`src/rtl/rdsc_pkg.sv`:
```
// Shared constants and the digit-to-ASCII function for the radix digit string converter.
// No dependencies; used by rdsc_divider and radix_digit_string_converter_unit.
package rdsc_pkg;

    localparam int VALUE_WIDTH_DEFAULT = 31;
    localparam int RADIX_WIDTH         = 6;
    localparam int CHAR_WIDTH          = 7;

    localparam logic [RADIX_WIDTH-1:0] RADIX_MIN   = 6'd2;
    localparam logic [RADIX_WIDTH-1:0] RADIX_MAX   = 6'd36;
    localparam logic [RADIX_WIDTH-1:0] RADIX_RESET = 6'd10;
    localparam logic [RADIX_WIDTH-1:0] DIGIT_TEN   = 6'd10;

    localparam logic [CHAR_WIDTH-1:0] ASCII_ZERO  = 7'd48;
    localparam logic [CHAR_WIDTH-1:0] ASCII_ALPHA = 7'd65;

    function automatic logic [CHAR_WIDTH-1:0] digit_to_ascii(input logic [RADIX_WIDTH-1:0] d);
        logic [CHAR_WIDTH-1:0] wide_d;
        wide_d = {1'b0, d};
        if (d >= DIGIT_TEN)
        begin
            return wide_d - {1'b0, DIGIT_TEN} + ASCII_ALPHA;
        end
        return wide_d + ASCII_ZERO;
    endfunction

endpackage

```
`src/rtl/rdsc_divider.sv`:
```
// Restoring divider that produces one quotient bit per cycle.
// Depends on rdsc_pkg for the radix width and the default value width.
module rdsc_divider #(
    parameter int VALUE_WIDTH = rdsc_pkg::VALUE_WIDTH_DEFAULT
) (
    input  logic                             clk,
    input  logic                             rst_n,
    input  logic                             start,
    input  logic [VALUE_WIDTH-1:0]           dividend,
    input  logic [rdsc_pkg::RADIX_WIDTH-1:0] divisor,
    output logic                             done,
    output logic [VALUE_WIDTH-1:0]           quotient,
    output logic [rdsc_pkg::RADIX_WIDTH-1:0] remainder
);

    localparam int RW = rdsc_pkg::RADIX_WIDTH;
    localparam int CW = $clog2(VALUE_WIDTH + 1);

    logic                   busy_reg, busy_next;
    logic                   done_reg, done_next;
    logic [CW-1:0]          cnt_reg, cnt_next;
    logic [VALUE_WIDTH-1:0] q_reg, q_next;
    logic [RW-1:0]          r_reg, r_next;
    logic [RW:0]            trial;
    logic [RW:0]            diff;
    logic                   fits;

    always_comb
    begin
        trial     = {r_reg, q_reg[VALUE_WIDTH-1]};
        diff      = trial - {1'b0, divisor};
        fits      = trial >= {1'b0, divisor};
        busy_next = busy_reg;
        done_next = 1'b0;
        cnt_next  = cnt_reg;
        q_next    = q_reg;
        r_next    = r_reg;
        if (busy_reg)
        begin
            q_next   = {q_reg[VALUE_WIDTH-2:0], fits};
            r_next   = fits ? diff[RW-1:0] : trial[RW-1:0];
            cnt_next = cnt_reg - CW'(1);
            if (cnt_reg == CW'(1))
            begin
                busy_next = 1'b0;
                done_next = 1'b1;
            end
        end
        else if (start)
        begin
            busy_next = 1'b1;
            cnt_next  = CW'(VALUE_WIDTH);
            q_next    = dividend;
            r_next    = '0;
        end
    end

    always_ff @(posedge clk or negedge rst_n)
    begin
        if (!rst_n)
        begin
            busy_reg <= 1'b0;
            done_reg <= 1'b0;
            cnt_reg  <= '0;
        end
        else
        begin
            busy_reg <= busy_next;
            done_reg <= done_next;
            cnt_reg  <= cnt_next;
        end
    end

    always_ff @(posedge clk)
    begin
        q_reg <= q_next;
        r_reg <= r_next;
    end

    assign done      = done_reg;
    assign quotient  = q_reg;
    assign remainder = r_reg;

endmodule

```
`src/rtl/radix_digit_string_converter_unit.sv`:
```
// Top level of the radix digit string converter: sequencer, digit store and output register.
// Depends on rdsc_pkg and rdsc_divider.
//
// Each accepted value is divided repeatedly by the radix register in one shared bit-serial
// divider, one division per digit. The digit values are kept in a small memory and then read
// back most significant first; each digit is read, loaded into the output register and held
// there while digit_stall is high. value_stall stays high from the transfer of a value until
// its last digit has been transferred out. A radix outside 2 to 36 gives a single result
// with bad_radix set, in the cycle after the transfer.
module radix_digit_string_converter_unit #(
    parameter int VALUE_WIDTH = rdsc_pkg::VALUE_WIDTH_DEFAULT
) (
    input  logic                             clk,
    input  logic                             rst_n,
    input  logic                             radix_wen,
    input  logic [rdsc_pkg::RADIX_WIDTH-1:0] radix_wdata,
    input  logic                             value_valid,
    output logic                             value_stall,
    input  logic [VALUE_WIDTH-1:0]           value,
    output logic                             digit_valid,
    input  logic                             digit_stall,
    output logic [rdsc_pkg::CHAR_WIDTH-1:0]  digit_char,
    output logic                             last_digit,
    output logic                             bad_radix
);

    localparam int RW    = rdsc_pkg::RADIX_WIDTH;
    localparam int CHW   = rdsc_pkg::CHAR_WIDTH;
    localparam int DEPTH = VALUE_WIDTH + 1;
    localparam int AW    = $clog2(DEPTH);

    localparam logic [2:0] ST_IDLE   = 3'd0;
    localparam logic [2:0] ST_DSTART = 3'd1;
    localparam logic [2:0] ST_DWAIT  = 3'd2;
    localparam logic [2:0] ST_READ   = 3'd3;
    localparam logic [2:0] ST_LOAD   = 3'd4;
    localparam logic [2:0] ST_WAIT   = 3'd5;

    logic [2:0]             state_reg, state_next;
    logic [RW-1:0]          radix_reg;
    logic [VALUE_WIDTH-1:0] quotient_reg, quotient_next;
    logic [AW-1:0]          digit_count_reg, digit_count_next;
    logic [AW-1:0]          idx_reg, idx_next;
    logic                   out_valid_reg, out_valid_next;
    logic [CHW-1:0]         char_reg, char_next;
    logic                   last_reg, last_next;
    logic                   bad_reg, bad_next;
    logic [RW-1:0]          rd_data_reg;
    logic [RW-1:0]          digit_store [DEPTH];

    logic                   radix_bad;
    logic                   store_we;
    logic                   div_start;
    logic                   div_done;
    logic [VALUE_WIDTH-1:0] div_quot;
    logic [RW-1:0]          div_rem;

    rdsc_divider #(
        .VALUE_WIDTH(VALUE_WIDTH)
    ) u_divider (
        .clk      (clk),
        .rst_n    (rst_n),
        .start    (div_start),
        .dividend (quotient_reg),
        .divisor  (radix_reg),
        .done     (div_done),
        .quotient (div_quot),
        .remainder(div_rem)
    );

    assign radix_bad = (radix_reg < rdsc_pkg::RADIX_MIN) || (radix_reg > rdsc_pkg::RADIX_MAX);

    always_comb
    begin
        state_next       = state_reg;
        quotient_next    = quotient_reg;
        digit_count_next = digit_count_reg;
        idx_next         = idx_reg;
        out_valid_next   = out_valid_reg;
        char_next        = char_reg;
        last_next        = last_reg;
        bad_next         = bad_reg;
        store_we         = 1'b0;
        div_start        = 1'b0;
        case (state_reg)
            ST_IDLE:
            begin
                if (value_valid)
                begin
                    if (radix_bad)
                    begin
                        char_next      = '0;
                        last_next      = 1'b1;
                        bad_next       = 1'b1;
                        out_valid_next = 1'b1;
                        state_next     = ST_WAIT;
                    end
                    else
                    begin
                        quotient_next    = value;
                        digit_count_next = '0;
                        state_next       = ST_DSTART;
                    end
                end
            end
            ST_DSTART:
            begin
                div_start  = 1'b1;
                state_next = ST_DWAIT;
            end
            ST_DWAIT:
            begin
                if (div_done)
                begin
                    store_we         = 1'b1;
                    quotient_next    = div_quot;
                    digit_count_next = digit_count_reg + AW'(1);
                    idx_next         = digit_count_reg;
                    state_next       = (div_quot == '0) ? ST_READ : ST_DSTART;
                end
            end
            ST_READ:
            begin
                state_next = ST_LOAD;
            end
            ST_LOAD:
            begin
                char_next      = rdsc_pkg::digit_to_ascii(rd_data_reg);
                last_next      = (idx_reg == '0);
                bad_next       = 1'b0;
                out_valid_next = 1'b1;
                state_next     = ST_WAIT;
            end
            ST_WAIT:
            begin
                if (!digit_stall)
                begin
                    out_valid_next = 1'b0;
                    if (last_reg)
                    begin
                        state_next = ST_IDLE;
                    end
                    else
                    begin
                        idx_next   = idx_reg - AW'(1);
                        state_next = ST_READ;
                    end
                end
            end
            default:
            begin
                state_next = ST_IDLE;
            end
        endcase
    end

    always_ff @(posedge clk or negedge rst_n)
    begin
        if (!rst_n)
        begin
            state_reg       <= ST_IDLE;
            radix_reg       <= rdsc_pkg::RADIX_RESET;
            quotient_reg    <= '0;
            digit_count_reg <= '0;
            out_valid_reg   <= 1'b0;
        end
        else
        begin
            state_reg       <= state_next;
            quotient_reg    <= quotient_next;
            digit_count_reg <= digit_count_next;
            out_valid_reg   <= out_valid_next;
            if (radix_wen)
            begin
                radix_reg <= radix_wdata;
            end
        end
    end

    always_ff @(posedge clk)
    begin
        idx_reg  <= idx_next;
        char_reg <= char_next;
        last_reg <= last_next;
        bad_reg  <= bad_next;
    end

    always_ff @(posedge clk)
    begin
        if (store_we)
        begin
            digit_store[digit_count_reg] <= div_rem;
        end
        if (state_reg == ST_READ)
        begin
            rd_data_reg <= digit_store[idx_reg];
        end
    end

    assign value_stall = (state_reg != ST_IDLE);
    assign digit_valid = out_valid_reg;
    assign digit_char  = char_reg;
    assign last_digit  = last_reg;
    assign bad_radix   = bad_reg;

`ifndef ASSERT_OFF
    a_busy_after_transfer: assert property (@(posedge clk) disable iff (!rst_n)
        value_valid && !value_stall |=> value_stall)
        else $error("Converter accepted a value without going busy.");

    a_error_is_last: assert property (@(posedge clk) disable iff (!rst_n)
        digit_valid && bad_radix |-> last_digit && (digit_char == '0))
        else $error("Error result is not a single zero result.");

    a_done_while_waiting: assert property (@(posedge clk) disable iff (!rst_n)
        div_done |-> state_reg == ST_DWAIT)
        else $error("Divider finished outside the wait state.");

    a_idle_output_empty: assert property (@(posedge clk) disable iff (!rst_n)
        state_reg == ST_IDLE |-> !digit_valid)
        else $error("Result pending while the converter is idle.");
`endif

endmodule
```
`config.mk`:
```
export PLATFORM = sky130hd
export DESIGN_NAME = radix_digit_string_converter_unit
export DESIGN_NICKNAME = d
export VERILOG_FILES = /design/src/rtl/rdsc_pkg.sv /design/src/rtl/rdsc_divider.sv /design/src/rtl/radix_digit_string_converter_unit.sv
export SDC_FILE = /design/constraint.sdc
export NUM_CORES = 1
export LEC_CHECK = 0
export BUFFER_PORTS_ARGS = -buffer_cell sky130_fd_sc_hd__buf_4
export CAP_MARGIN = 20
export CORE_UTILIZATION = 50
export DETAILED_ROUTE_END_ITERATION = 7
export PLACE_DENSITY = 0.71
export SLEW_MARGIN = 10
export SYNTH_ARGS = -nofsm -noshare
export SYNTH_HDL_FRONTEND = slang
export SYNTH_HIERARCHICAL = 1
export SYNTH_SLANG_ARGS = --single-unit
```
`constraint.sdc`:
```
create_clock -name clk -period 2.42 [get_ports clk]
set_input_delay 0.121 -clock clk [delete_from_list [all_inputs] [get_ports clk]]
set_output_delay 0.121 -clock clk [all_outputs]
set_load 0.05 [all_outputs]
```
Yosys cells after proc, flatten, opt, wreduce, memory -nomap -nowiden
Memories as Yosys holds them, arrays and structs flattened. A register that Yosys moved wholly into a read port is not among the register bits.
Cells that the tools add are included.
{"block": "classes", "mul": 0, "shifts": 0, "eq_ne": 12, "muxes": 49, "add_sub_neg": 7, "n_lt_le_gt_ge": 4, "reduce_logical": 15, "div": 0, "bitwise": 0}
{"operator": "$mux 31", "count": 5}
{"operator": "$pmux 31 s2", "count": 1}
{"operator": "$mux 5", "count": 8}
{"operator": "$logic_not 31->1", "count": 1}
{"operator": "$mux 7", "count": 4}
{"operator": "$pmux 5 s2", "count": 2}
{"operator": "$mux 6", "count": 3}
{"operator": "$pmux 3 s6", "count": 1}
{"operator": "$mux 1", "count": 15}
{"operator": "$pmux 7 s2", "count": 1}
{"operator": "$mux 3", "count": 4}
{"operator": "$reduce_and 4->1", "count": 3}
{"operator": "$ne 2x2->1 const B", "count": 5}
{"operator": "$sub 5x1->5 const B", "count": 2}
{"operator": "$reduce_bool 2->1", "count": 4}
{"operator": "$add 6x6->7 const B", "count": 1}
{"operator": "$add 7x7->7 const B", "count": 1}
{"operator": "$ge 7x6->1", "count": 1}
{"operator": "$sub 6x4->7 const B", "count": 1}
{"operator": "$eq 3x2->1 const B", "count": 2}
{"operator": "$eq 3x3->1 const B", "count": 2}
{"operator": "$ge 6x4->1 const B", "count": 1}
{"operator": "$gt 6x6->1 const B", "count": 1}
{"operator": "$lt 6x2->1 const B", "count": 1}
{"operator": "other kinds (13)", "count": 17}
{"block": "word_totals", "romBits": 0, "mem_count": 1, "word_cells": 102, "ff_bits": 104, "out_inout_bits": 11, "mem_bits_rw": 192, "latchBits": 0, "input_bits": 42}
{"name": "digit_store", "words": 32, "width": 6, "rd": 1, "rd_ports_with_merged_regs": 1, "wr": 1, "line_no": "radix_digit_string_converter_unit.sv:49", "rtl": "logic [RW-1:0] digit_store [DEPTH];"}

Longest topological paths before layout
Gate-level depths: netlist of run 1.
{"block": "logic_depth", "depth_word": 5, "mapped_depth": 8, "ltp_nobuf": 8}

By module
Netlist of run 1, hierarchy kept.
{"module": "radix_digit_string_converter_unit", "seq_area_each_um2": 7519.7, "n_inst": 1, "cells_per_inst": 591, "area_each_um2": 10819.1}
{"module": "rdsc_divider", "seq_area_each_um2": 1286.2, "n_inst": 1, "cells_per_inst": 154, "area_each_um2": 2180.8}

Worst setup path before layout of run 1
No wires, ideal clock.
{"block": "synth_path", "path_kind": "register to register", "startpoint": "register u_divider.r_reg[3], in the netlist u_divider/remainder[3]", "endpoint": "register u_divider.r_reg[1], in the netlist u_divider/remainder[1] (data pin)", "setup_slack_ps": 251, "arrival_time_ps": 1913, "path_stages_with_launch": 6, "required_ps": 2164, "path_cell_list": "edfxtp_1 -> ha_1 -> a21o_1 -> a211oi_2 -> o21ai_4 -> o211a_1"}
{"block": "synth_via", "elab_chain_cells": 3}
{"element": "start, declared", "line_no": "rdsc_divider.sv:23", "rtl": "logic [RW-1:0] r_reg, r_next;"}
{"element": "start signal, assigned", "line_no": "rdsc_divider.sv:77", "rtl": "r_reg <= r_next;"}
{"element": "$ge 7x6->1", "line_no": "rdsc_divider.sv:32", "rtl": "fits = trial >= {1'b0, divisor};"}
{"element": "$mux 6", "line_no": "rdsc_divider.sv:41", "rtl": "r_next = fits ? diff[RW-1:0] : trial[RW-1:0];"}
{"element": "$mux 6", "line_no": "rdsc_divider.sv:38", "rtl": "if (busy_reg)"}
No other way between the ends.
A chain may end at the register's enable or synchronous reset.

==> reports/qor.yml, run 1 <==
clocking:
  cts_inserted_buffers: 34
  cts_buffer_depth: 3
  htreeDepth: 2
  clock-sinks: 302
  insertion_delay_ns: 0.52
  path_clk_slew_ns: 0.06
  cts_tree: "done"
  cts_root_buf: "clkbuf_16"
  cts_setup_buffers: 0
layout:
  drive_gt1_share_pct: 35.2
  syn_to_final_growth_pct: 20.3
  finalInstanceArea_um2: 15600
  fin_nets: 958
  diodes: 0
  largest_reg_flops: 192
sta:
  rsz0062_at_grt: "no"
  finClkSkew_ns: 0.0286
  worstMarginPinSlew_ns: 0.912
  tns_ns: 0
  finalSetupViolCount: 0
  fin_crit_ns: 2.33
  period_share_pct: 96.4
  hold_viol: 0
  slew-limit-headroom_pct: 38.4
  max_freq_mhz: 429
  finalMaxSlewViolations: 0
critical_path:
  r2r_start: "idx_reg[0]"
  start_kind: "flop"
  rrSetupSlack_ns: 0.09
  criticalPathCategory: "reg2reg"
  required_ns: 2.69
  arrival_ns: 2.60
  crit_path_end_kind: "flop"
  critPathMaxFanout: 39
  worstSetupStartpoint: "idx_reg[0]"
floorplan:
  start_util_pct: 51.3
  dieArea_um2: 26600
  die_h_um: 163
  rows: 58
  core-area_um2: 25300
  ioPinCount: 53
  die_w_um: 163
hold_path:
  min_from: "value[10]"
  hp-class: "in2reg"
routing:
  drt-vias-per-instance: 5.78
  finalWirelength_mm: 27.5
  vias: 7237
  wire_per_inst_um: 22.0
  ant_nets: 0
  drt-pass1-iter-count: 8
  drt_iter0_drc: 807
  drcViolationCount: 1
run:
  maxCapViolCount: 0
pwr:
  power_density_nw_per_um2: 1080
  irDropWorstVdd_v: 0.000812
  p_leak_nw: 5.59
logic_synthesis:
  synth_ff_type: "edfxtp_1"
  synth_top_area_cell: "edfxtp_1"
  ys_warn_count: 6
  synth_edf_count: 249
  synth_top_area_share_pct: 57.5
  syn_inst: 745
  yosys-top-cells-count: "edfxtp_1, mux2_2, mux4_2"
  ys_types: 58
  synthesis.nets: 806
  synth.area.top_cells: "edfxtp_1, mux4_2, dfrtp_1, mux2_2, ha_1"
  synthArstFlopShare_pct: 17.5
  netlist_area_um2: 13000
  seq_area_frac_synth_pct: 67.7
  synth_seq_cells: 302
  yosysMostFrequentCell: "edfxtp_1"
  syn_area_per_cell_um2: 17.4
placed_design:
  placed_area_um2: 14100
  hpwlAfterDp_mm: 18.2
  place.port_buffers: 52
  place_congestion: 0.914
global_route:
  antenna_found_initial: 0
  overflow: 0
  grt_max_degree: 54
  grt_pass1_wl_mm: 43.6
  grt.total_usage_pct: 21.7
  grt_pass1_vias: 7617
run_status:
  status: "finished with violations"
  violations: "DRC"
[worst max-delay path, cell delays in order (launching register included)]
cell       delay, ns
edfxtp_1        0.38
clkbuf_16       0.30
mux4_2          0.57
mux4_2          0.51
mux2_2          0.28
[timing repair]
| item | in CTS | in global routing |
|---|---|---|
| endpoints found under the hold margin | 91 | 0 |
| setup endpoints to repair | 0 | 2 |
| hold buffers | 45 | 0 |
| gates resized for setup | 0 | 1 |
[final cells by class]
class                      count  area (µm²)
sequential                   302        8810
timing repair buffer         151        1330
multi-input combinational    379        3910
tap                          330         413
clock inverter                13         109
clock buffer                  49         968
inverter                      29         109
fill                        1748        9680
[per-layer routing]
metal | part of all wire [%] | track usage (%) | vias to the layer above
met5 | 0 | 0 | -
met4 | 2.2 | 6.46 | 0
met3 | 5.2 | 3.28 | 44
met2 | 51 | 36.9 | 254
met1 | 41 | 28.9 | 3712
li1 | - | - | 3227
[where the power goes]
group          leakage (nW)  switching (W)  internal, W
logic                  2.15        0.00228      0.00181
clock network         0.526        0.00196      0.00291
registers              2.91       0.000712      0.00722
[per-stage QoR]
step | total power (W) | utilization, % | worst slack [ns] | hold slack, ns | cells
finish | 0.0169 | 61.8 | 0.0873 | 0.0194 | 1253
CTS | 0.0170 | 61.7 | 0.0534 | 0.00166 | 1253
detailed placement | 0.0121 | 55.7 | 0.0631 | 0.223 | 1146
global placement | 0.0118 | 55.7 | 0.144 | 0.204 | 1146
floorplan | 0.0107 | - | 0.251 | -0.175 | 745
global route | 0.0177 | 61.8 | 0.00432 | 0.00577 | 1253
[cell families (layout without fill, tap and decap cells)]
logic type      Yosys count  count (layout)  synth area share (%)
flops                   302             302                  67.7
mux                     167             167                  19.6
simple gates            119             119                  4.25
buf+inv                  64             242                  2.21
compound gates           62              62                  3.47
fa+ha+maj                19              19                  1.89
xor+xnor                 12              12                 0.808
[cells in the final DEF, fill, tap and decap left out, types with 10 or more instances in the layout]
master	count
buf_4	100
a21oi_1	12
ha_1	18
edfxtp_1	249
clkbuf_16	36
nor2_1	50
nand3_1	18
dlygate4sd3_1	45
o21ai_0	14
mux4_2	60
inv_1	29
clkbuf_1	10
nand2_1	18
mux2_2	103
dfrtp_1	50
[path summary, 6_finish.rpt]
check | end | cells after the start
worst max-delay path | rd_data_reg[1] | 4
min in group asynchronous | quotient_reg[12] | 2
worst max register to register | rd_data_reg[1] | 4
worst min-delay path | quotient_reg[10] | 3
max in group asynchronous | u_divider/busy_reg | 2
worst min register to register | u_divider/done | 1
Power figures use the tool's default switching activity.
==> run 2, diff against run 1 <==
--- a/config.mk
+++ b/config.mk
@@ -7,9 +7,9 @@
 export LEC_CHECK = 0
 export BUFFER_PORTS_ARGS = -buffer_cell sky130_fd_sc_hd__buf_4
 export CAP_MARGIN = 20
-export CORE_UTILIZATION = 50
+export CORE_UTILIZATION = 42
 export DETAILED_ROUTE_END_ITERATION = 7
-export PLACE_DENSITY = 0.71
+export PLACE_DENSITY = 0.62
 export SLEW_MARGIN = 10
 export SYNTH_ARGS = -nofsm -noshare
 export SYNTH_HDL_FRONTEND = slang
==> reports/qor.yml, run 2 (same netlist as run 1, synthesis figures left out) <==
critical_path:
  required_ns: 2.68  # was 2.69 ns
  crit_path_end_kind: "flop"  # unchanged
  rrSetupSlack_ns: 0.07  # was 0.09 ns
  r2r-end: "rd_data_reg[2]"  # was rd_data_reg[1]
  criticalPathCategory: "reg2reg"  # unchanged
  arrival_ns: 2.61  # was 2.60 ns
  critPathMaxFanout: 28  # was 39
  r2r_start: "idx_reg[0]"  # unchanged
  start_kind: "flop"  # unchanged
  rr_worst_depth: 4  # unchanged
routing:
  drt-pass1-iter-count: 4  # was 8
  drt-vias-per-instance: 5.25  # was 5.78
  drt_iter0_drc: 715  # was 807
  drcViolationCount: 0  # was 1
  finalWirelength_mm: 27.8  # was 27.5 mm
  ant_nets: 0  # unchanged
  wire_per_inst_um: 20.8  # was 22.0 µm
  vias: 6995  # was 7,237
placed_design:
  dp_cells: 1220  # was 1,146
  hpwlAfterDp_mm: 17.0  # was 18.2 mm
  place_congestion: 0.752  # was 0.914
  placed_area_um2: 14300  # was 14,100 µm²
  place.port_buffers: 52  # unchanged
layout:
  final_cell_mix: "edfxtp_1, buf_4, mux2_2"  # was edfxtp_1, mux2_2, buf_4
  mostFrequentLayoutCell: "edfxtp_1"  # unchanged
  instances_no_fill: 1333  # was 1,253
  finalInstanceArea_um2: 15900  # was 15,600 µm²
  final_util_pct: 52.2  # was 61.8%
  drive_gt1_share_pct: 36.9  # was 35.2%
  largest_reg_flops: 192  # unchanged
  diodes: 0  # unchanged
  syn_to_final_growth_pct: 22.5  # was 20.3%
  fin_nets: 972  # was 958
clocking:
  cts_resized: 0  # unchanged
  path_clk_slew_ns: 0.06  # about the same
  cts_inserted_buffers: 34  # unchanged
  cts_tree: "done"  # unchanged
  clock-sinks: 302  # unchanged
  htreeDepth: 2  # unchanged
  cts_root_buf: "clkbuf_16"  # unchanged
  insertion_delay_ns: 0.52  # about the same
  cts_buffer_depth: 3  # unchanged
sta:
  rsz0062_at_grt: "no"  # unchanged
  fin_crit_ns: 2.35  # was 2.33 ns
  slew-limit-headroom_pct: 24.4  # was 38.4%
  finalSetupViolCount: 0  # unchanged
  period_share_pct: 97.0  # was 96.4%
  tns_ns: 0  # unchanged
  hold_viol: 0  # unchanged
  max_freq_mhz: 426  # was 429 MHz
  finalMaxSlewViolations: 0  # unchanged
  finClkSkew_ns: 0.0224  # was 0.0286 ns
  worstMarginPinSlew_ns: 1.12  # was 0.912 ns
global_route:
  grt.total_usage_pct: 18.0  # was 21.7%
  grt_max_degree: 54  # unchanged
  grt_pass1_vias: 7240  # was 7,617
  overflow: 0  # unchanged
  grt_pass1_wl_mm: 42.2  # was 43.6 mm
  antenna_found_initial: 0  # unchanged
pwr:
  p_leak_nw: 5.69  # was 5.59 nW
  finalPower_w: 0.0173  # was 0.0169 W
  power_density_nw_per_um2: 1090  # was 1080 nW/µm²
  irDropWorstVdd_v: 0.000646  # was 0.000812 V
run:
  maxCapViolCount: 0  # unchanged
floorplan:
  ioPinCount: 53  # unchanged
  start_util_pct: 42.6  # was 51.3%
  die_h_um: 178  # was 163 µm
  dieArea_um2: 31700  # was 26,600 µm²
  core-area_um2: 30500  # was 25,300 µm²
  rows: 64  # was 58
  die_w_um: 178  # was 163 µm
run_status:
  status: "finished clean"  # was finished with violations
hold_path:
  hp-class: "in2async"  # was in2reg
run 2: timing repair:
item	CTS	global route
endpoints found under the hold margin	92	0
endpoints found under the setup margin	0	11
setup buffers	0	5
hold buffers	46	0
run 2: final cells by class:
type	instances	area [µm²]
sequential	302	8810
clock buffer	41	898
inverter	29	109
tap	396	495
multi-input combinational	379	3910
clock inverter	21	259
timing repair buffer	165	1440
fill	2441	14600
run 2: where the power goes:
group	switching, W	total, W	internal (W)	leakage [nW]
Combinational	0.00230	0.00417	0.00188	2.21
Clock	0.00211	0.00533	0.00322	0.568
Sequential	0.000582	0.00780	0.00721	2.91
run 2: worst max-delay path, stage by stage, from the launching register on:
cell,delay [ns]
edfxtp_1,0.44
buf_12,0.28
mux4_2,0.55
mux4_2,0.53
mux2_2,0.30
run 2: worst max path at each step:
stage / startpoint / endpoint / slack [ns] / depth (start not counted)
after floorplan: u_divider/remainder[3] / u_divider/remainder[1] / 0.25 / 5
after global placement: radix_reg[3] / quotient_reg[28] / 0.04 / 6
after detailed placement: idx_reg[0] / rd_data_reg[2] / 0.03 / 4
after CTS: idx_reg[0] / rd_data_reg[2] / 0.03 / 4
after global routing: idx_reg[0] / rd_data_reg[2] / 0.02 / 4
final: idx_reg[0] / rd_data_reg[2] / 0.07 / 4
run 2: per-stage QoR:
| stage | hold slack, ns | setup slack [ns] |
|---|---|---|
| 3_5_place_dp | 0.227 | 0.0329 |
| 5_1_grt | 0.274 | 0.0150 |
| 6_report | 0.206 | 0.0722 |
| 4_1_cts | 0.232 | 0.0336 |
| 3_3_place_gp | 0.224 | 0.0414 |
| 2_1_floorplan | -0.175 | 0.251 |
run 2: per-layer routing:
| metal | GRT usage (%) | wire [µm] | vias up |
|---|---|---|---|
| li1 | - | - | 3252 |
| met1 | 24.2 | 11900 | 3542 |
| met2 | 30.2 | 13800 | 168 |
| met3 | 3.28 | 1620 | 33 |
| met4 | 4.31 | 394 | 0 |
| met5 | 0 | 0 | - |
